--- config.mk ---
export PLATFORM = sky130hd
export DESIGN_NAME = sld_ram
export DESIGN_NICKNAME = d
export VERILOG_FILES = /design/src/sv/serial_line_deframer_defines.svh /design/src/sv/sld_ram.sv
export SDC_FILE = /design/constraint.sdc
export NUM_CORES = 1
export LEC_CHECK = 0
export BUFFER_PORTS_ARGS = -buffer_cell sky130_fd_sc_hd__buf_2
export CAP_MARGIN = 40
export CORE_MARGIN = 3
export CORE_UTILIZATION = 38
export CTS_CLUSTER_DIAMETER = 40
export DETAILED_ROUTE_END_ITERATION = 7
export GPL_ROUTABILITY_DRIVEN = 1
export PLACE_DENSITY_LB_ADDON = 0.25
export SKIP_CTS_REPAIR_TIMING = 1
export SLEW_MARGIN = 20
export SYNTH_ARGS = -nofsm -noshare
export SYNTH_HDL_FRONTEND = slang
export SYNTH_SLANG_ARGS = --single-unit
--- constraint.sdc ---
create_clock -name aclk -period 1.67 [get_ports aclk]
set_input_delay 0 -clock aclk [delete_from_list [all_inputs] [get_ports aclk]]
set_output_delay 0 -clock aclk [all_outputs]
set_load 0.1 [all_outputs]
--- src/sv/serial_line_deframer_defines.svh ---
// Assertion macros for the serial line deframer.
`ifndef SERIAL_LINE_DEFRAMER_DEFINES_SVH
`define SERIAL_LINE_DEFRAMER_DEFINES_SVH

// Implication that must hold at every edge out of reset.
`define SLD_ASSERT_IMP(label, clk, rstn, ante, cons, msg) \
    label: assert property (@(posedge clk) disable iff (!rstn) (ante) |-> (cons)) \
        else $error(msg);

// Implication whose consequent is checked in the cycle after the antecedent.
`define SLD_ASSERT_NEXT(label, clk, rstn, ante, cons, msg) \
    label: assert property (@(posedge clk) disable iff (!rstn) (ante) |=> (cons)) \
        else $error(msg);

`endif

--- src/sv/sld_ram.sv ---
`default_nettype none
module sld_ram #(
    parameter int WIDTH = 8,
    parameter int DEPTH = 16
) (
    input  wire logic                     aclk,
    input  wire logic                     we,
    input  wire logic [$clog2(DEPTH)-1:0] waddr,
    input  wire logic [WIDTH-1:0]         wdata,
    input  wire logic                     re,
    input  wire logic [$clog2(DEPTH)-1:0] raddr,
    output logic      [WIDTH-1:0]         rdata
);
    logic [WIDTH-1:0] mem [DEPTH];

    always_ff @(posedge aclk) begin
        if (we) begin
            mem[waddr] <= wdata;
        end
        if (re) begin
            rdata <= mem[raddr];
        end
    end
endmodule
`default_nettype wire

Yosys cells after proc, flatten, opt, wreduce, memory -nomap -nowiden
Memory sizes are Yosys's and may differ from the RTL's. A register that Yosys moved wholly into a read port is not among the register bits.
Cells that the tools add are included.
Operators by class
  multiplexer cells: 2
Operators with widths (count)
  $mux 1: 2
Storage, ports and cells
  word-level logic and storage cells: 3
  RAM bits: 128
  register bits: 0
  memories: 1
Memories
  mem: words 16, bits a word 8, read ports 1, clocked after Yosys merged registers in 1, wr ports 1, line sld_ram.sv:14  | logic [WIDTH-1:0] mem [DEPTH];

Logic depth before layout (Yosys ltp)
Gate-level depths: netlist (run 1).
  word-level depth: 2
  mapped depth: 5
  depth with buffers taken out: 3

Worst setup path after synthesis (run 1)
No wires, ideal clock.
  path type: input -> register
  start: input port waddr[2]
  end: memory mem[0][0], enable pin
  data required time: 1.287 ns
  stages on the path: 2
  path slack: 0.177 ns
  data arrival time: 1.110 ns
  buffers on the path: 0
  cells stage by stage: or3b_2 -> nor3_1
RTL lines
  start, declared: line sld_ram.sv:8  | input wire logic [$clog2(DEPTH)-1:0] waddr,
  end, declared: line sld_ram.sv:14
Straight into the memory's write port.

==> metrics, run 1 <==
number of vias in the routed layout about 2500; Area Overhead vs Synth 20.6%; total negative slack 0 ns; number of port buffers 26; Slew Viols, Final 0; cell count after synthesis 229; slowest CP cell mux4_1; top-count cell post-synth edfxtp_1; first-pass GRT wire length 15700 um; initial antenna violation count 0; met3 GRT Util ~4.6%; Worst EP required 1.83 ns; Critical Path AT 1.64 ns; Worst-path clk slew approximately 0.05 ns; first-pass iteration count of the detailed router 4; RSZ-0062 raised after global routing no; Antenna diodes 0; total wire length slightly above 10000 um; largest cells by area after synthesis edfxtp_1 (78%), mux4_2 (7.8%), mux4_1 (7.0%); Design Power 7.65 mW; Post-Syn Area 5230 um^2; fin area around 6300 um^2; FF-to-FF setup slack 0.19 ns; hold path startpoint wdata[4]; die width 123 um; FP Rows 42; clock skew 0.0114 ns; Clock power frac 43.1%; CTS Buffer Depth 2; initial core utilization between 30% and 40%; DP Area 5710 um^2; crit end category register; Die Footprint 15200 um^2; Seq pwr share around half; Synth Flop Type edfxtp_1; Netlist cell types 18; Final ANT Viol Nets 0; Initial DRC Count 208; Post-synth EDFFs ~140; RR Startpoint mem[5][1]; fin nets 314; synthesized area per cell 22.8 um^2; CP Class reg2reg; failing checks negative hold slack; Async SR Flop Fraction 0%; combinational power share 6.4%; DRC 0; actual slew at the worst max-slew pin a little under 0.5 ns; share of the cycle needed by the critical path after routing 88.6%; Worst Hold Class in2reg; Worst Setup Start Kind register; Max-cap violations 0; Max FO, Critical Path 1; internal power 6.03 mW; Wirelength per Cell roughly 21 um; final hold slack -0.00209 ns; RD Place Congestion just under 0.7; GRT Total Usage between 15 and 20%; P_sw about 1.6 mW; maximum vdd drop 0.621 mV; vias in the first global route between 2000 and 3000; Largest stage delay, worst path 0.56 ns; CTS H-tree depth 4; drt via density roughly 5; syn_nets 248; Num CTS Buffers 17; Worst Setup SP mem[5][1]; total gr overflow 0; Worst-Skew Late Latency 0.42 ns; num ports 27; FF+latch count, synth 136; most frequent cells after synthesis edfxtp_1 (136), mux4_2 (18), a22oi_1 (16), mux4_1 (14), nor2_1 (13); CTS tree built; post-synthesis sequential area ratio 78.1%; Sw Ratio 21.2%; FMAX 676 MHz; worst-path cell chain mux4_1 -> a22oi_1 -> nand2_1; met1 Use GR 19.5%; final setup violation count 0; DP Wirelength approximately 6700 um; status complete, but fails checks; Worst slew margin 67.6%; GRT busiest layer met2; PwrDens around 1200 nW/um^2; Finished Layout Cells 484; Static Leak between 2 and 2.5 nW; Die Y 123 um; root buffer cell clkbuf_16; Placed Cells ~450; core box area 13300 um^2; Final Hold Fails 5; largest net degree at the start of global routing 27; area share of the largest cell type after synthesis 78.1%; post-route minimum period 1.48 ns; ratio of cells with drive above 1 in the final layout 30.8%; GR Util met2 24.1%; Syn. warnings 0; # clock sinks 136; top cell type by total area after synthesis edfxtp_1
==> area by class of cell <==
type                    count  area (um^2)
well taps                 176          220
multi-input cells          83         1060
flip-flops and latches    136         4080
fillers                  1132         7050
repair buffers             57          418
clock buffers              21          440
clock inverters            11         82.6
==> flip-flops by register name, summed over array words and instances, names as in the netlist <==
name   count
rdata      8
mem      128
==> power groups by stage <==
stage / Combinational, mW / Sequential (mW) / Clock, mW
2_1_floorplan: 0.194 / 4.05 / 0
3_3_place_gp: 0.481 / 3.93 / 0
3_5_place_dp: 0.490 / 3.94 / 0
4_1_cts: 0.492 / 3.87 / 3.38
5_1_grt: 0.529 / 3.87 / 3.51
6_report: 0.493 / 3.87 / 3.30
==> cells by family (layout without fill, tap and decap cells) <==
group                  count (synthesis)  count (layout)  synth area share [%]
muxes                                 32              32                  14.8
buffers and inverters                 10              89                  1.65
and+or+nand+nor                       35              35                  3.14
DFF                                  136             136                  78.1
AOI/OAI and AO/OA                     16              16                  2.30
==> cell usage in the layout (no fill, tap or decap) <==
| cell | n |
|---|---|
| nand2b_1 | 2 |
| buf_2 | 26 |
| mux4_2 | 18 |
| clkinv_1 | 2 |
| nor2_1 | 13 |
| mux4_1 | 14 |
| nand3_1 | 1 |
| buf_12 | 3 |
| clkbuf_16 | 17 |
| nor3_1 | 4 |
| and2b_1 | 1 |
| nor2b_1 | 1 |
| clkbuf_1 | 4 |
| clkinv_2 | 6 |
| edfxtp_1 | 136 |
| and2_1 | 1 |
| buf_4 | 21 |
| a22oi_1 | 16 |
| bufinv_16 | 1 |
| nand2_1 | 9 |
| clkinvlp_4 | 2 |
| or3b_2 | 1 |
| dlygate4sd3_1 | 7 |
| nand3b_1 | 2 |
==> worst max-delay path: cells and delay by family (launching register included) <==
family / cells / cell delay [ns]
AND/OR/NAND/NOR: 1 / 0.08
AO/OA/AOI/OAI: 1 / 0.24
multiplexers: 1 / 0.56
flip-flops: 1 / 0.35
==> through the flow <==
stage / utilization, % / setup slack [ns]
final: 47.2 / 0.190
after global routing: 47.2 / 0.0911
after CTS: 46.7 / 0.157
after detailed placement: 42.8 / 0.0854
after global placement: 42.8 / 0.0761
after floorplan: - / 0.177
==> metal layers <==
metal,routed length (um),part of all wire (%)
met1,4580,45
met2,5170,50
met3,349,3.4
met4,176,1.7
met5,0,0
==> worst paths after layout <==
| check | end | cells after the start |
|---|---|---|
| worst min register to register | rdata[3] | 3 |
| worst min-delay path | mem[12][4] | 1 |
| worst max-delay path | rdata[1] | 3 |
| worst max register to register | rdata[1] | 3 |
Note: power is estimated with default switching activity, not from simulation.
==> inputs of run 2 (changes only) <==
==> constraint.sdc (replaced) <==
create_clock -name aclk -period 1.36 [get_ports aclk]
set_input_delay 0 -clock aclk [delete_from_list [all_inputs] [get_ports aclk]]
set_output_delay 0 -clock aclk [all_outputs]
set_load 0.1 [all_outputs]
==> run 2 against run 1 <==
Net effect:
- the flow finishes with violations (negative setup slack)
- via count up 1.7%
- hold slack improved by 0.0021 ns
- cell area is 2.2% higher
- power increased by 28%
- critical path depth unchanged
- combinational power up 33%
- critical endpoint is now rdata[0]
==> metrics, run 2 (synthesis gave the netlist of run 1 again) <==
status complete, but fails checks; failing checks negative setup slack; drt via density 5.14 (+0.49%); Largest stage delay, worst path 0.51 ns (-0.05 ns); slowest CP cell mux4_2; fin area 6440 um^2 (+2.2%); Antenna diodes 0 (unchanged); Crit path depth 3 (unchanged); Critical Path AT 1.59 ns (-0.05 ns); die width 123 um (unchanged); Worst-path clk slew 0.06 ns (about the same); Final ANT Viol Nets 0 (unchanged); # clock sinks 136 (unchanged); Initial DRC Count 145 (-30%); CTS tree built; worst r2r dst rdata[0]; setup ws final -0.0710 ns (-0.261 ns); clock skew 0.00743 ns (-0.00393 ns); actual slew at the worst max-slew pin 0.799 ns (+0.310 ns); Worst Setup SP mem[11][0]; maximum vdd drop 0.938 mV (+51%); worst-path cell chain mux4_2 -> a22oi_2 -> nand2_1; RSZ-0062 raised after global routing yes; Static Leak 2.15 nW (+0.81%); Worst slew margin 46.5% (-21 points); FF-to-FF setup slack -0.07 ns (-0.26 ns); CP Class reg2reg; cells on worst reg2reg path 3 (unchanged); CTS Buffer Depth 2 (unchanged); CP Capture Point rdata[0]; crit end category register; GRT Total Usage 15.4% (+0.24 points); Die Footprint 15200 um^2 (unchanged); Wirelength per Cell 21.7 um (+2.2%); final core utilization 48.3% (+1.1 points); max reg flops 128 (unchanged); initial antenna violation count 0 (unchanged); biggest regs mem (128), rdata (8); core box area 13300 um^2 (unchanged); PwrDens 1520 nW/um^2 (+25%); num ports 27 (unchanged); share of the cycle needed by the critical path after routing 105% (+17 points); final hold slack 0.0000369 ns (+0.00213 ns); Worst EP required 1.51 ns (-0.32 ns); CTS H-tree depth 4 (unchanged); worst hold path stage count 1 (unchanged); total wire length 10600 um (+3.5%); Num CTS Buffers 17 (unchanged); DP Wirelength 6950 um (+4.3%); fin nets 320 (+1.9%); number of port buffers 26 (unchanged); first-pass GRT wire length 16100 um (+2.7%); Worst-Skew Late Latency 0.41 ns (about the same); root buffer cell clkbuf_16; total gr overflow 0 (unchanged); Slew Viols, Final 0 (unchanged); Design Power 9.80 mW (+28%); Max FO, Critical Path 1 (unchanged); FP Rows 42 (unchanged); CP delay by family, top multiplexers; DP Area 5780 um^2 (+1.3%); RR Startpoint mem[11][0]; largest net degree at the start of global routing 20 (-26%); DRC 0 (unchanged); buffers and inverters on the worst path 0 (unchanged); Max-cap violations 0 (unchanged); RD Place Congestion 0.742 (+9.5%); number of vias in the routed layout 2518 (+1.7%); initial core utilization 39.2% (unchanged); Worst Hold Class in2reg; Worst Setup Start Kind register; final setup violation count 8 (+8); Die Y 123 um (unchanged); vias in the first global route 2565 (-0.77%); Area Overhead vs Synth 23.3%; commonest non-fill, non-tap cell in the layout edfxtp_1; Final Hold Fails 0 (-5); post-route minimum period 1.43 ns (-0.0487 ns); most frequent cells in the layout edfxtp_1 (136), mux4_2 (28), buf_2 (26); first-pass iteration count of the detailed router 4 (unchanged); pre-CTS setup slack -0.210 ns (-0.296 ns); ratio of cells with drive above 1 in the final layout 40.1% (+9.3 points); FMAX 699 MHz (+3.4%); Reg with most FFs mem
==> run 2: cell types whose count changed in the layout (fill, tap and decap cells not counted), sizes merged <==
cell and delta:
buf +6, clkbuf -4, clkinv -2, bufinv +1
clkinvlp +2, inv +3
==> run 2: power breakdown <==
part           leakage, nW  total, mW  internal, mW  switching, mW
Combinational        0.644      0.656         0.238          0.418
Sequential            1.24       4.75          4.72         0.0247
Clock                0.271       4.40          2.69           1.70
==> run 2: cell type report <==
cell class | instances | area, um^2
Fill cell | 1123 | 6900
Clock inverter | 15 | 151
Tap cell | 176 | 220
Timing Repair Buffer | 63 | 488
Clock buffer | 17 | 425
Multi-Input combinational cell | 83 | 1070
Sequential cell | 136 | 4080
==> run 2: how the worst min path moves through the flow <==
stage          startpoint         to  slack, ns
3_3_place_gp           re   rdata[6]       0.39
4_1_cts                re   rdata[6]      -0.06
2_1_floorplan    wdata[0]  mem[0][0]        0.1
6_report         wdata[3]  mem[6][3]    0.00004
5_1_grt          wdata[6]  mem[6][6]      0.007
3_5_place_dp           re   rdata[3]       0.38
==> run 2: routing by layer <==
| layer | GRT usage (%) | wire (um) | up-vias |
|---|---|---|---|
| met4 | 5.74 | 120 | 0 |
| met2 | 23.0 | 5160 | 78 |
| li1 | - | - | 1117 |
| met1 | 21.4 | 4770 | 1313 |
| met5 | 0 | 0 | - |
| met3 | 4.62 | 588 | 10 |
==> run 2: stage by stage <==
stage / std cells / setup TNS [ns]
after floorplan: 229 / 0
after global placement: 450 / -1.49
after detailed placement: 451 / -1.54
after CTS: 483 / -1.06
after global routing: 490 / -0.655
final: 490 / -0.285
==> inputs of run 3 (changes only) <==
--- a/config.mk
+++ b/config.mk
@@ -13,6 +13,7 @@
 export DETAILED_ROUTE_END_ITERATION = 7
 export GPL_ROUTABILITY_DRIVEN = 1
 export PLACE_DENSITY_LB_ADDON = 0.25
+export RECOVER_POWER = 50
 export SKIP_CTS_REPAIR_TIMING = 1
 export SLEW_MARGIN = 20
 export SYNTH_ARGS = -nofsm -noshare
==> run 3 against run 2 <==
Net effect:
- global-route usage stayed put
- sequential share of layout area rose by 0.42 points
- critical path type unchanged
- the run still ends with negative setup slack left
- register-to-register slack got worse by 0.02 ns
- combinational power down 1%
==> metrics, run 3 (synthesis gave the netlist of run 1 again) <==
Die Footprint 15200 um^2 (unchanged); Final ANT Viol Nets 0 (unchanged); Final Hold Fails 0 (unchanged); drt via density 5.13 (about the same); RD Place Congestion 0.742 (unchanged); GRT Total Usage 15.4% (unchanged); initial antenna violation count 0 (unchanged); Slew Viols, Final 0 (unchanged); Design Power 9.80 mW (about the same); FP Rows 42 (unchanged); FMAX 689 MHz (-1.3%); number of port buffers 26 (unchanged); final setup violation count 8 (unchanged); max reg flops 128 (unchanged); crit end category register; ratio of cells with drive above 1 in the final layout 35.0% (-5.1 points); PwrDens 1530 nW/um^2 (+0.68%); first-pass iteration count of the detailed router 4 (unchanged); actual slew at the worst max-slew pin 0.796 ns (-0.00298 ns); RSZ-0062 raised after global routing yes; failing checks negative setup slack; Max-cap violations 0 (unchanged); Multi-input gate area 1070 um^2 (unchanged); final hold slack 0.159 ns (+0.159 ns); combinational power share 6.6% (about the same); DP Area 5780 um^2 (unchanged); clock skew 0.00546 ns (-0.00197 ns); Sw Ratio 22.0% (+0.069 points); Worst slew margin 46.7% (+0.20 points); CTS tree built; Finished Layout Cells 490 (unchanged); DRC 0 (unchanged); Reg with most FFs mem; CTS Buffer Depth 2 (unchanged); Num CTS Buffers 17 (unchanged); Clock power frac 44.9% (about the same); vias in the first global route 2565 (unchanged); Worst-path clk slew 0.06 ns (about the same); # clock sinks 136 (unchanged); Antenna diodes 0 (unchanged); number of vias in the routed layout 2516 (-0.079%); total wire length 10700 um (+0.22%); Worst-Skew Late Latency 0.41 ns (about the same); largest net degree at the start of global routing 20 (unchanged); status complete, but fails checks; Worst Hold Class in2reg; Max FO, Critical Path 1 (unchanged); num ports 27 (unchanged); total gr overflow 0 (unchanged); Die Y 123 um (unchanged); setup ws final -0.0904 ns (-0.0194 ns); maximum vdd drop 0.944 mV (+0.56%); Seq pwr share 48.5% (about the same); core box area 13300 um^2 (unchanged); die width 123 um (unchanged); Wirelength per Cell 21.8 um (+0.22%); fin area 6400 um^2 (-0.66%); internal power 7.65 mW (about the same); Static Leak 2.09 nW (-2.7%); Initial DRC Count 143 (-1.4%); Worst EP required 1.52 ns (about the same); CP Class reg2reg; initial core utilization 39.2% (unchanged); Placed Cells 451 (unchanged); commonest non-fill, non-tap cell in the layout edfxtp_1; share of the cycle needed by the critical path after routing 107% (+1.4 points); post-route minimum period 1.45 ns (+0.0194 ns); biggest regs mem (128), rdata (8); most frequent cells in the layout edfxtp_1 (136), mux4_2 (28), buf_2 (19); CTS H-tree depth 4 (unchanged); fillers 1131 (+0.71%); DP Wirelength 6950 um (unchanged); root buffer cell clkbuf_16; Critical Path AT 1.61 ns (+0.02 ns); FF+latch area 4080 um^2 (unchanged); total negative slack -0.303 ns (-0.0182 ns); Area Overhead vs Synth 22.5%; fin nets 320 (unchanged); first-pass GRT wire length 16100 um (unchanged); Worst Setup Start Kind register; P_sw 2.15 mW (+0.33%)
run 3: cell types whose count changed in the layout (fill, tap and decap cells not counted), sizes merged:
cell / delta
buf: -16
clkbuf: +16
run 3: routing by layer:
layer / part of all wire [%] / global-route usage (%) / vias up
met2: 49 / 23.0 / 80
met4: 0.85 / 5.74 / 0
met1: 44 / 21.4 / 1313
met3: 5.4 / 4.62 / 6
met5: 0 / 0 / -
li1: - / - / 1117
run 3: power groups by stage:
| stage | combinational, mW | sequential [mW] | clock [mW] |
|---|---|---|---|
| 2_1_floorplan | 0.239 | 4.98 | 0 |
| 4_1_cts | 0.625 | 4.75 | 4.47 |
| 5_1_grt | 0.695 | 4.76 | 4.69 |
| 3_3_place_gp | 0.615 | 4.83 | 0 |
| 3_5_place_dp | 0.623 | 4.84 | 0 |
| 6_report | 0.649 | 4.75 | 4.40 |
run 3: final timing paths:
kind                to  slack (ns)       from  cells past startpoint
max           rdata[6]       -0.09  mem[7][6]                      3
min reg2reg   rdata[3]        0.76  mem[3][3]                      3
min          mem[0][6]        0.16   waddr[1]                      3
max reg2reg   rdata[6]       -0.09  mem[7][6]                      3
run 3: final cells by class:
type	count	share of cell area [%]
Clock buffer	17	6.65
Clock inverter	15	2.37
Multi-Input combinational cell	83	16.8
Sequential cell	136	63.8
Tap cell	176	3.44
Timing Repair Buffer	63	6.96
run 3: critical path, cell delays in order, from the launching register on:
cell and delay (ns):
edfxtp_1 0.37, mux4_2 0.52, a22oi_2 0.23, nand2_1 0.08
run 3: per-stage QoR:
step	setup slack, ns	utilization, %
6_report	-0.0904	48.0
5_1_grt	-0.126	48.0
4_1_cts	-0.184	47.7
3_5_place_dp	-0.210	43.3
3_3_place_gp	-0.212	43.3
2_1_floorplan	0.0486	-
